File: src/design/stt_pkg.sv
// ----------------------------------------------------------------------------
// stt_pkg: shared definitions of the software timer table
// field widths, operation and status codes, default sizes
// ----------------------------------------------------------------------------
`default_nettype none

package stt_pkg;

  // default table geometry
  localparam int DEF_SLOTS     = 16;
  localparam int DEF_TICK_BITS = 32;

  // beat field widths
  localparam int OP_W     = 3;
  localparam int SLOT_W   = 4;
  localparam int TICK_W   = 32;
  localparam int PERIOD_W = 32;
  localparam int CB_W     = 8;
  localparam int ARG_W    = 32;
  localparam int STATUS_W = 2;

  // operation codes
  localparam logic [OP_W-1:0] OP_ADD     = 3'd0;
  localparam logic [OP_W-1:0] OP_REMOVE  = 3'd1;
  localparam logic [OP_W-1:0] OP_UPDATE  = 3'd2;
  localparam logic [OP_W-1:0] OP_RESTART = 3'd3;
  localparam logic [OP_W-1:0] OP_CHECK   = 3'd4;

  // result status codes
  localparam logic [STATUS_W-1:0] ST_DONE    = 2'd0;
  localparam logic [STATUS_W-1:0] ST_FULL    = 2'd1;
  localparam logic [STATUS_W-1:0] ST_EXPIRED = 2'd2;

endpackage

`default_nettype wire

File: src/design/stt_if.sv
// ----------------------------------------------------------------------------
// stt_in_if / stt_out_if: request and result channels
// valid/ready channels carrying one request or one result per beat
// ----------------------------------------------------------------------------
`default_nettype none

interface stt_in_if import stt_pkg::*; ();
  logic                valid;
  logic                ready;
  logic [OP_W-1:0]     op;
  logic [SLOT_W-1:0]   slot;
  logic [TICK_W-1:0]   tick_now;
  logic [PERIOD_W-1:0] period;
  logic                periodic;
  logic [CB_W-1:0]     callback_id;
  logic [ARG_W-1:0]    argument;

  modport source (
    output valid, op, slot, tick_now, period, periodic, callback_id, argument,
    input  ready
  );
  modport sink (
    input  valid, op, slot, tick_now, period, periodic, callback_id, argument,
    output ready
  );
endinterface

interface stt_out_if import stt_pkg::*; ();
  logic                valid;
  logic                ready;
  logic [STATUS_W-1:0] status;
  logic [SLOT_W-1:0]   slot_out;
  logic [CB_W-1:0]     fired_callback;
  logic [ARG_W-1:0]    fired_argument;
  logic                last;

  modport source (
    output valid, status, slot_out, fired_callback, fired_argument, last,
    input  ready
  );
  modport sink (
    input  valid, status, slot_out, fired_callback, fired_argument, last,
    output ready
  );
endinterface

`default_nettype wire

File: src/design/stt_ram.sv
// ----------------------------------------------------------------------------
// stt_ram: generic single-write, single-read memory
// one write port, one read port with registered read data
// ----------------------------------------------------------------------------
`default_nettype none

module stt_ram #(
  parameter int WIDTH = 8,
  parameter int DEPTH = 16
) (
  input  wire logic                                        clk,
  input  wire logic                                        we,
  input  wire logic [((DEPTH > 1) ? $clog2(DEPTH) : 1)-1:0] waddr,
  input  wire logic [WIDTH-1:0]                            wdata,
  input  wire logic [((DEPTH > 1) ? $clog2(DEPTH) : 1)-1:0] raddr,
  output      logic [WIDTH-1:0]                            rdata
);

  logic [WIDTH-1:0] mem [DEPTH];
  logic [WIDTH-1:0] rdata_r;

  always_ff @(posedge clk) begin
    if (we) begin
      mem[waddr] <= wdata;
    end
    rdata_r <= mem[raddr];
  end

  assign rdata = rdata_r;

endmodule

`default_nettype wire

File: src/design/stt_expiry.sv
// ----------------------------------------------------------------------------
// stt_expiry: shared expiry compare unit
// wrapping elapsed time against the slot timeout
// ----------------------------------------------------------------------------
`default_nettype none

module stt_expiry #(
  parameter int TICK_BITS = 32
) (
  input  wire logic [TICK_BITS-1:0] now,
  input  wire logic [TICK_BITS-1:0] start,
  input  wire logic [TICK_BITS-1:0] timeout,
  output      logic                 hit
);

  logic [TICK_BITS-1:0] elapsed;

  // subtraction wraps modulo the tick width
  assign elapsed = now - start;
  assign hit     = (elapsed >= timeout);

endmodule

`default_nettype wire

File: src/design/software_timer_table_top.sv
// ----------------------------------------------------------------------------
// software_timer_table_top: table of software timer slots
// add, remove, update, restart and check over SLOTS timer slots
// ----------------------------------------------------------------------------
// usage
//   in_ch carries one request beat (op, slot, tick_now, period, periodic,
//   callback_id, argument); out_ch carries result beats, last marks the
//   final result of a request
//   add scans the used bits one slot a cycle, then waits while out_ch stalls
//   remove, update, restart and unknown ops are done in S_SINGLE
//   check walks every slot through the shared expiry compare, a ram read
//   and a compare per slot, then S_FIN; expiries wait while out_ch stalls
//   the slot walk and the single read port of each slot ram set the rate
//   one request is in flight at a time; in_ch.ready is high only while idle
//   results sit in an output register, so a new request is taken while the
//   previous final result still waits
//   when out_ch stalls, the sequencer waits with the pending result held
//   reset frees every slot; slot contents are undefined until written
//   and are never used from a free slot
// ----------------------------------------------------------------------------
`default_nettype none

module software_timer_table_top import stt_pkg::*; #(
  parameter int SLOTS     = DEF_SLOTS,
  parameter int TICK_BITS = DEF_TICK_BITS
) (
  input  wire logic  clk,
  input  wire logic  rst_n,
  stt_in_if.sink     in_ch,
  stt_out_if.source  out_ch
);

  localparam int SW    = (SLOTS > 1) ? $clog2(SLOTS) : 1;
  localparam int CFG_W = 1 + TICK_BITS + ARG_W;
  localparam logic [SW-1:0] IDX_LAST = SW'(SLOTS - 1);

  typedef enum logic [2:0] {
    S_IDLE,
    S_ADD_SCAN,
    S_SINGLE,
    S_CHK_RD,
    S_CHK_EV,
    S_FIN
  } state_t;

  // sequencer state
  state_t               state_r, state_nxt;
  logic [SW-1:0]        idx_r, idx_nxt;
  logic [SLOTS-1:0]     in_use_r, in_use_nxt;

  // latched request
  logic [OP_W-1:0]      op_r, op_nxt;
  logic [SLOT_W-1:0]    slot_r, slot_nxt;
  logic [TICK_BITS-1:0] now_r, now_nxt;
  logic [PERIOD_W-1:0]  period_r, period_nxt;
  logic                 periodic_r, periodic_nxt;
  logic [CB_W-1:0]      cbid_r, cbid_nxt;
  logic [ARG_W-1:0]     arg_r, arg_nxt;

  // expiry held back until the next one (or the end) decides last
  logic                 held_v_r, held_v_nxt;
  logic [SLOT_W-1:0]    held_slot_r, held_slot_nxt;
  logic [CB_W-1:0]      held_cb_r, held_cb_nxt;
  logic [ARG_W-1:0]     held_arg_r, held_arg_nxt;

  // output register
  logic                 out_valid_r, out_valid_nxt;
  logic [STATUS_W-1:0]  out_status_r, out_status_nxt;
  logic [SLOT_W-1:0]    out_slot_r, out_slot_nxt;
  logic [CB_W-1:0]      out_cb_r, out_cb_nxt;
  logic [ARG_W-1:0]     out_arg_r, out_arg_nxt;
  logic                 out_last_r, out_last_nxt;

  // slot memories
  logic                 start_we, cfg_we, id_we;
  logic [SW-1:0]        start_wa, cfg_wa;
  logic [TICK_BITS-1:0] start_rd;
  logic [CFG_W-1:0]     cfg_wd, cfg_rd;
  logic [CB_W-1:0]      id_rd;

  // scan datapath
  logic                 out_free;
  logic                 slot_ok;
  logic [SW-1:0]        slot_idx;
  logic                 exp_hit;
  logic                 chk_hit;
  logic                 chk_mode;
  logic [TICK_BITS-1:0] chk_timeout;
  logic [ARG_W-1:0]     chk_arg;
  logic                 chk_act;

  assign out_free = !out_valid_r || out_ch.ready;
  assign slot_ok  = (32'(slot_r) < 32'(SLOTS));
  assign slot_idx = SW'(slot_r);

  // timeout, mode and argument share one ram row
  assign cfg_wd      = {periodic_r, TICK_BITS'(period_r), arg_r};
  assign chk_mode    = cfg_rd[CFG_W-1];
  assign chk_timeout = cfg_rd[ARG_W +: TICK_BITS];
  assign chk_arg     = cfg_rd[ARG_W-1:0];

  stt_ram #(.WIDTH(TICK_BITS), .DEPTH(SLOTS)) u_start_ram (
    .clk   (clk),
    .we    (start_we),
    .waddr (start_wa),
    .wdata (now_r),
    .raddr (idx_r),
    .rdata (start_rd)
  );

  stt_ram #(.WIDTH(CFG_W), .DEPTH(SLOTS)) u_cfg_ram (
    .clk   (clk),
    .we    (cfg_we),
    .waddr (cfg_wa),
    .wdata (cfg_wd),
    .raddr (idx_r),
    .rdata (cfg_rd)
  );

  stt_ram #(.WIDTH(CB_W), .DEPTH(SLOTS)) u_id_ram (
    .clk   (clk),
    .we    (id_we),
    .waddr (idx_r),
    .wdata (cbid_r),
    .raddr (idx_r),
    .rdata (id_rd)
  );

  // one compare unit serves every slot of a check
  stt_expiry #(.TICK_BITS(TICK_BITS)) u_expiry (
    .now     (now_r),
    .start   (start_rd),
    .timeout (chk_timeout),
    .hit     (exp_hit)
  );

  assign chk_hit = in_use_r[idx_r] && exp_hit;
  // a second expiry needs the output register to flush the held one
  assign chk_act = !(chk_hit && held_v_r && !out_free);

  always_comb begin
    state_nxt      = state_r;
    idx_nxt        = idx_r;
    in_use_nxt     = in_use_r;
    op_nxt         = op_r;
    slot_nxt       = slot_r;
    now_nxt        = now_r;
    period_nxt     = period_r;
    periodic_nxt   = periodic_r;
    cbid_nxt       = cbid_r;
    arg_nxt        = arg_r;
    held_v_nxt     = held_v_r;
    held_slot_nxt  = held_slot_r;
    held_cb_nxt    = held_cb_r;
    held_arg_nxt   = held_arg_r;
    out_valid_nxt  = out_valid_r && !out_ch.ready;
    out_status_nxt = out_status_r;
    out_slot_nxt   = out_slot_r;
    out_cb_nxt     = out_cb_r;
    out_arg_nxt    = out_arg_r;
    out_last_nxt   = out_last_r;
    start_we       = 1'b0;
    start_wa       = idx_r;
    cfg_we         = 1'b0;
    cfg_wa         = idx_r;
    id_we          = 1'b0;

    case (state_r)
      S_IDLE: begin
        if (in_ch.valid) begin
          op_nxt       = in_ch.op;
          slot_nxt     = in_ch.slot;
          now_nxt      = TICK_BITS'(in_ch.tick_now);
          period_nxt   = in_ch.period;
          periodic_nxt = in_ch.periodic;
          cbid_nxt     = in_ch.callback_id;
          arg_nxt      = in_ch.argument;
          idx_nxt      = '0;
          held_v_nxt   = 1'b0;
          case (in_ch.op)
            OP_ADD:   state_nxt = S_ADD_SCAN;
            OP_CHECK: state_nxt = S_CHK_RD;
            default:  state_nxt = S_SINGLE;
          endcase
        end
      end

      S_ADD_SCAN: begin
        if (!in_use_r[idx_r]) begin
          if (out_free) begin
            in_use_nxt[idx_r] = 1'b1;
            start_we          = 1'b1;
            cfg_we            = 1'b1;
            id_we             = 1'b1;
            out_valid_nxt     = 1'b1;
            out_status_nxt    = ST_DONE;
            out_slot_nxt      = SLOT_W'(idx_r);
            out_cb_nxt        = '0;
            out_arg_nxt       = '0;
            out_last_nxt      = 1'b1;
            state_nxt         = S_IDLE;
          end
        end else if (idx_r == IDX_LAST) begin
          if (out_free) begin
            out_valid_nxt  = 1'b1;
            out_status_nxt = ST_FULL;
            out_slot_nxt   = '0;
            out_cb_nxt     = '0;
            out_arg_nxt    = '0;
            out_last_nxt   = 1'b1;
            state_nxt      = S_IDLE;
          end
        end else begin
          idx_nxt = idx_r + 1'b1;
        end
      end

      S_SINGLE: begin
        if (out_free) begin
          out_valid_nxt  = 1'b1;
          out_status_nxt = ST_DONE;
          out_slot_nxt   = slot_r;
          out_cb_nxt     = '0;
          out_arg_nxt    = '0;
          out_last_nxt   = 1'b1;
          state_nxt      = S_IDLE;
          case (op_r)
            OP_REMOVE: begin
              if (slot_ok) begin
                in_use_nxt[slot_idx] = 1'b0;
              end
            end
            OP_UPDATE: begin
              if (slot_ok && in_use_r[slot_idx]) begin
                cfg_we = 1'b1;
                cfg_wa = slot_idx;
              end
            end
            OP_RESTART: begin
              if (slot_ok) begin
                start_we = 1'b1;
                start_wa = slot_idx;
              end
            end
            default: begin
              out_slot_nxt = '0;
            end
          endcase
        end
      end

      S_CHK_RD: begin
        state_nxt = S_CHK_EV;
      end

      S_CHK_EV: begin
        if (chk_act) begin
          if (chk_hit) begin
            if (chk_mode) begin
              start_we = 1'b1;
            end else begin
              in_use_nxt[idx_r] = 1'b0;
            end
            if (held_v_r) begin
              out_valid_nxt  = 1'b1;
              out_status_nxt = ST_EXPIRED;
              out_slot_nxt   = held_slot_r;
              out_cb_nxt     = held_cb_r;
              out_arg_nxt    = held_arg_r;
              out_last_nxt   = 1'b0;
            end
            held_v_nxt    = 1'b1;
            held_slot_nxt = SLOT_W'(idx_r);
            held_cb_nxt   = id_rd;
            held_arg_nxt  = chk_arg;
          end
          if (idx_r == IDX_LAST) begin
            state_nxt = S_FIN;
          end else begin
            idx_nxt   = idx_r + 1'b1;
            state_nxt = S_CHK_RD;
          end
        end
      end

      S_FIN: begin
        if (out_free) begin
          out_valid_nxt = 1'b1;
          out_last_nxt  = 1'b1;
          if (held_v_r) begin
            out_status_nxt = ST_EXPIRED;
            out_slot_nxt   = held_slot_r;
            out_cb_nxt     = held_cb_r;
            out_arg_nxt    = held_arg_r;
          end else begin
            out_status_nxt = ST_DONE;
            out_slot_nxt   = '0;
            out_cb_nxt     = '0;
            out_arg_nxt    = '0;
          end
          held_v_nxt = 1'b0;
          state_nxt  = S_IDLE;
        end
      end

      default: begin
        state_nxt = S_IDLE;
      end
    endcase
  end

  always_ff @(posedge clk) begin
    if (!rst_n) begin
      state_r     <= S_IDLE;
      in_use_r    <= '0;
      held_v_r    <= 1'b0;
      out_valid_r <= 1'b0;
    end else begin
      state_r     <= state_nxt;
      in_use_r    <= in_use_nxt;
      held_v_r    <= held_v_nxt;
      out_valid_r <= out_valid_nxt;
    end
    idx_r        <= idx_nxt;
    op_r         <= op_nxt;
    slot_r       <= slot_nxt;
    now_r        <= now_nxt;
    period_r     <= period_nxt;
    periodic_r   <= periodic_nxt;
    cbid_r       <= cbid_nxt;
    arg_r        <= arg_nxt;
    held_slot_r  <= held_slot_nxt;
    held_cb_r    <= held_cb_nxt;
    held_arg_r   <= held_arg_nxt;
    out_status_r <= out_status_nxt;
    out_slot_r   <= out_slot_nxt;
    out_cb_r     <= out_cb_nxt;
    out_arg_r    <= out_arg_nxt;
    out_last_r   <= out_last_nxt;
  end

  // ports
  assign in_ch.ready           = (state_r == S_IDLE);
  assign out_ch.valid          = out_valid_r;
  assign out_ch.status         = out_status_r;
  assign out_ch.slot_out       = out_slot_r;
  assign out_ch.fired_callback = out_cb_r;
  assign out_ch.fired_argument = out_arg_r;
  assign out_ch.last           = out_last_r;

  // checks

  // a request beat closes the input until the sequencer returns to idle
  a_busy_after_accept: assert property (@(posedge clk) disable iff (!rst_n)
    (in_ch.valid && in_ch.ready) |=> !in_ch.ready)
    else $error("input ready right after a request beat");

  // no expiry is left held over once the sequencer is idle
  a_no_held_in_idle: assert property (@(posedge clk) disable iff (!rst_n)
    (state_r == S_IDLE) |-> !held_v_r)
    else $error("held expiry left over in idle");

  // only expiry beats may be followed by more beats of the same request
  a_not_last_is_expiry: assert property (@(posedge clk) disable iff (!rst_n)
    (out_valid_r && !out_last_r) |-> (out_status_r == ST_EXPIRED))
    else $error("non-final result that is not an expiry");

  // an expired one-shot slot is freed
  a_one_shot_freed: assert property (@(posedge clk) disable iff (!rst_n)
    (state_r == S_CHK_EV && chk_act && chk_hit && !chk_mode)
      |=> !in_use_r[$past(idx_r)])
    else $error("expired one-shot slot still in use");

endmodule

`default_nettype wire
File: src/flat_wrapper.sv
// flat-port wrapper written by rule: the top's interface ports become plain ports
module software_timer_table_top_flat import stt_pkg::*;
#(
  parameter int SLOTS     = DEF_SLOTS,
  parameter int TICK_BITS = DEF_TICK_BITS
)
  (clk, rst_n, in_ch_valid, in_ch_op, in_ch_slot, in_ch_tick_now, in_ch_period, in_ch_periodic, in_ch_callback_id, in_ch_argument, in_ch_ready, out_ch_valid, out_ch_status, out_ch_slot_out, out_ch_fired_callback, out_ch_fired_argument, out_ch_last, out_ch_ready);
  stt_in_if in_ch_i ();
  stt_out_if out_ch_i ();
  input  wire logic clk;
  input  wire logic rst_n;
  input wire logic [$bits(in_ch_i.valid)-1:0] in_ch_valid;
  input wire logic [$bits(in_ch_i.op)-1:0] in_ch_op;
  input wire logic [$bits(in_ch_i.slot)-1:0] in_ch_slot;
  input wire logic [$bits(in_ch_i.tick_now)-1:0] in_ch_tick_now;
  input wire logic [$bits(in_ch_i.period)-1:0] in_ch_period;
  input wire logic [$bits(in_ch_i.periodic)-1:0] in_ch_periodic;
  input wire logic [$bits(in_ch_i.callback_id)-1:0] in_ch_callback_id;
  input wire logic [$bits(in_ch_i.argument)-1:0] in_ch_argument;
  output wire logic [$bits(in_ch_i.ready)-1:0] in_ch_ready;
  output wire logic [$bits(out_ch_i.valid)-1:0] out_ch_valid;
  output wire logic [$bits(out_ch_i.status)-1:0] out_ch_status;
  output wire logic [$bits(out_ch_i.slot_out)-1:0] out_ch_slot_out;
  output wire logic [$bits(out_ch_i.fired_callback)-1:0] out_ch_fired_callback;
  output wire logic [$bits(out_ch_i.fired_argument)-1:0] out_ch_fired_argument;
  output wire logic [$bits(out_ch_i.last)-1:0] out_ch_last;
  input wire logic [$bits(out_ch_i.ready)-1:0] out_ch_ready;
  assign in_ch_i.valid = in_ch_valid;
  assign in_ch_i.op = in_ch_op;
  assign in_ch_i.slot = in_ch_slot;
  assign in_ch_i.tick_now = in_ch_tick_now;
  assign in_ch_i.period = in_ch_period;
  assign in_ch_i.periodic = in_ch_periodic;
  assign in_ch_i.callback_id = in_ch_callback_id;
  assign in_ch_i.argument = in_ch_argument;
  assign in_ch_ready = in_ch_i.ready;
  assign out_ch_valid = out_ch_i.valid;
  assign out_ch_status = out_ch_i.status;
  assign out_ch_slot_out = out_ch_i.slot_out;
  assign out_ch_fired_callback = out_ch_i.fired_callback;
  assign out_ch_fired_argument = out_ch_i.fired_argument;
  assign out_ch_last = out_ch_i.last;
  assign out_ch_i.ready = out_ch_ready;
  software_timer_table_top #(.SLOTS(SLOTS), .TICK_BITS(TICK_BITS)) u_core (.clk(clk), .rst_n(rst_n), .in_ch(in_ch_i), .out_ch(out_ch_i));
endmodule
File: config.mk
export PLATFORM = sky130hd
export DESIGN_NAME = software_timer_table_top_flat
export DESIGN_NICKNAME = d
export VERILOG_FILES = /design/src/design/stt_pkg.sv /design/src/design/stt_if.sv /design/src/design/stt_ram.sv /design/src/design/stt_expiry.sv /design/src/design/software_timer_table_top.sv /design/src/flat_wrapper.sv
export SDC_FILE = /design/constraint.sdc
export NUM_CORES = 2
export LEC_CHECK = 0
export BUFFER_PORTS_ARGS = -buffer_cell sky130_fd_sc_hd__buf_2
export CORE_UTILIZATION = 43
export CTS_BUF_LIST = sky130_fd_sc_hd__clkbuf_4 sky130_fd_sc_hd__clkbuf_8
export DETAILED_ROUTE_END_ITERATION = 12
export PLACE_DENSITY = 0.67
export SLEW_MARGIN = 20
export SYNTH_ARGS = -nofsm -noshare
export SYNTH_HDL_FRONTEND = slang
export SYNTH_SLANG_ARGS = --single-unit
File: constraint.sdc
create_clock -name clk -period 8.4 [get_ports clk]
set_input_delay 1.26 -clock clk [delete_from_list [all_inputs] [get_ports clk]]
set_output_delay 1.26 -clock clk [all_outputs]
set_load 0.01 [all_outputs]
==> flow_summary.json <==
{
  "synth_warnings": 0,
  "fin_skew_ns": 0.07794,
  "final_cell_mix": "edfxtp_1, mux4_2, clkbuf_8",
  "fp.dieW_um": 422.8,
  "setup_viol": 0,
  "clock_sink_count": 2013,
  "track_usage": 0.1948,
  "regArea_um2": 59190,
  "grt_pass1_vias": 37000,
  "synth_area_leaders": "edfxtp_1, mux4_2, dfxtp_1",
  "fin_tns_setup_ns": 0,
  "status": "finished clean",
  "firstDrtPassIters": 5,
  "rsz0062_at_grt": "false",
  "root_buffer": "clkbuf_8",
  "hold_viol_final": 0,
  "cts_inserted_buffers": 332,
  "synth_mux_area_frac": 0.1584,
  "slew_headroom": 0.2166,
  "p_sw_mw": 6.174,
  "reg2reg_depth": 24,
  "overflow": 0,
  "pwr-share-comb": 0.160,
  "synth_top_area_cell": "edfxtp_1",
  "async_reset_ff_frac": 0,
  "num_vias": 35660,
  "ctsHoldBuffers": 0,
  "wl_mm": 174.2,
  "cp-start-kind": "flop",
  "p_clk_frac": 0.349,
  "antenna_found_initial": 13,
  "drv_slew": 0,
  "yosys.area_share.adder": 0.01127,
  "postRouteAntennaNets": 0,
  "grt_first_pass_wirelength_mm": 253.1,
  "finalPower_mw": 24.29,
  "pin_count": 165,
  "multi_input_area_um2": 16300,
  "cts_tree": "yes",
  "synth_area_per_cell_um2": 22.53,
  "yosysTopAreaCellShare": 0.7442,
  "ys_seq_area_frac": 0.7774,
  "cp_data_required_time_ns": 9.10,
  "cts.clk_slew.worst_paths_ns": 0.06,
  "syn2layout_area_growth_pct": 14.12,
  "synth-seq-cells": 2013,
  "whs_path_depth": 0,
  "peakVddDrop_mv": 0.2138,
  "worstSkewPairLatency_ns": 1.03,
  "fmax_mhz": 144.1,
  "fill_cells": 13820,
  "htree_levels": 5,
  "slowest_delay_ns": 0.82,
  "worst-path-max-fanout": 21,
  "critPathSlowestCell": "nor2_4",
  "synth_top_family_by_area": "multiplexers",
  "synth_simple_gate_area_frac": 0.01742,
  "coreArea_um2": 175900,
  "dp_hpwl_mm": 95.12,
  "drive_gt1_frac": 0.3383,
  "leakage_nw": 28.06,
  "power.density_nw_per_um2": 279.5,
  "end_kind": "flop",
  "p_sw_frac": 0.2542,
  "via_per_inst": 5.577,
  "nNetsFinal": 3984,
  "cts_buffer_depth": 4,
  "synth_ff_type": "edfxtp_1",
  "synth_nets": 3564,
  "grt_max_degree": 149,
  "final_common_cell": "edfxtp_1",
  "drt-initial-drc-count": 3525,
  "fin_crit_sh": 0.8264,
  "synth_edf_count": 1887,
  "utilization": 0.4939,
  "post_cts_buffers": 0,
  "worst_pin_slew_ns": 1.167,
  "cellInternalPower_mw": 18.11,
  "num_rows": 154,
  "gp_congestion": 0.8511,
  "path_cells": "inv_1 > ha_1 > inv_1 > fa_1 > a21oi_1 > o21ai_0 > a211oi_1 > or3_1 > a31oi_1 > o31a_1 > o21ai_1 > nor3b_1 > a311o_1 > ha_1 > nand4_1 > nor3_1 > nand2_1 > a21oi_1 > a22oi_1 > a31oi_2 > a41o_1 > a22oi_2 > nor2_4 > buf_4",
  "seq_power_share": 0.491,
  "die_h_um": 422.8,
  "hold_class": "flop to flop",
  "synth_xor_area_frac": 0.003681,
  "die_area_um2": 178700,
  "maxCapViolations": 0,
  "wl_per_cell_um": 27.25,
  "worstPathArrival_ns": 7.64,
  "synth_compound_area_frac": 0.01974,
  "period_minus_slack_ns": 6.942,
  "cts_resized": 0,
  "drc_errors": 0,
  "path_class": "flop to flop",
  "syn_inst": 3380,
  "port-buffer-count": 164,
  "start_util": 0.4328,
  "syn_area_um2": 76140,
  "synth_cell_type_count": 64
}
==> worst max-delay path, delay by kind of cell, from the launching register on <==
family	cells	cell delay, ns
buffers and inverters	3	0.51
AOI/OAI and AO/OA	12	3.05
and+or+nand+nor	6	1.63
DFF	1	0.63
adders and majority gates	3	0.83
==> worst paths after layout <==
path / startpoint / to / slack [ns]
min reg2reg: u_core.u_cfg_ram.rdata[0] / u_core.held_arg_r[0] / 0.38
max: u_core.now_r[0] / u_core.u_start_ram.mem[9][26] / 1.46
max reg2reg: u_core.now_r[0] / u_core.u_start_ram.mem[9][26] / 1.46
min: u_core.u_cfg_ram.rdata[0] / u_core.held_arg_r[0] / 0.38
==> power groups by stage <==
stage               Sequential (mW)  Combinational, mW  Clock (mW)
floorplan                      12.0               2.76           0
global placement               12.1               3.88           0
detailed placement             12.1               3.90           0
CTS                            11.9               3.92        8.66
global route                   12.0               4.19        9.09
finish                         11.9               3.89        8.46
==> metrics by stage <==
| step | worst slack [ns] | cell area (µm²) | hold WS [ns] | std cells |
|---|---|---|---|---|
| floorplan | 0.6946 | 76140 | 0.3855 | 3380 |
| global placement | 1.505 | 80260 | 0.3869 | 5806 |
| detailed placement | 1.438 | 80260 | 0.3887 | 5806 |
| CTS | 1.422 | 86860 | 0.3000 | 6387 |
| global route | 0.9280 | 86880 | 0.3398 | 6391 |
| finish | 1.458 | 86890 | 0.3830 | 6394 |
==> cells by family (layout without fill, tap and decap cells) <==
logic type	after synthesis	in the layout
compound gates	218	218
xor+xnor	32	32
fa+ha+maj	68	68
buf+inv	242	909
flops	2013	2013
mux	537	537
other cells	0	7
simple gates	270	270
==> Yosys cell counts, drive strengths merged (5+ instances only) <==
cell type / n
dfxtp: 126
ha: 67
xnor2: 16
nor3b: 5
nor2: 87
nor2b: 7
inv: 85
o21ai: 37
o21a: 6
a22oi: 6
and3: 11
edfxtp: 1887
a211oi: 5
a21o: 28
buf: 45
nand2: 54
nor3: 9
xor2: 16
a21oi: 57
o311ai: 15
mux4: 534
clkbuf: 112
nand3: 20
a2bb2oi: 7
o211ai: 5
nand2b: 10
a31oi: 11
and2: 47
a32oi: 8
nand4: 13
==> area by class of cell <==
class,count,area share
Multi-Input combinational cell,1125,0.1876
Clock inverter,88,0.006379
Timing Repair Buffer,243,0.01757
Sequential cell,2013,0.6812
Inverter,85,0.003758
Tap cell,2340,0.03370
Clock buffer,493,0.06959
Antenna cell,7,0.0002016
==> metal layers <==
| layer | wire [µm] | track usage |
|---|---|---|
| met5 | 37 | 0 |
| met4 | 3653 | 0.05845 |
| met3 | 11330 | 0.03588 |
| met2 | 87860 | 0.3208 |
| met1 | 71330 | 0.2650 |
==> sequential cells by signal, summed over array words and instances, names as in the netlist, 2 cells and up <==
| register | cells |
|---|---|
| u_core.u_cfg_ram.mem | 1040 |
| u_core.u_start_ram.mem | 512 |
| u_core.u_id_ram.mem | 128 |
| u_core.u_cfg_ram.rdata | 65 |
| u_core.arg_r | 32 |
| u_core.held_arg_r | 32 |
| u_core.now_r | 32 |
| u_core.out_ch.fired_argument | 32 |
| u_core.period_r | 32 |
| u_core.u_start_ram.rdata | 32 |
| u_core.in_use_r | 16 |
| u_core.cbid_r | 8 |
| u_core.held_cb_r | 8 |
| u_core.out_ch.fired_callback | 8 |
| u_core.u_id_ram.rdata | 8 |
| u_core.held_slot_r | 4 |
| u_core.idx_r | 4 |
| u_core.out_ch.slot_out | 4 |
| u_core.slot_idx | 4 |
| u_core.op_r | 3 |
| u_core.state_r | 3 |
| u_core.out_ch.status | 2 |
Power figures use the tool's default switching activity.
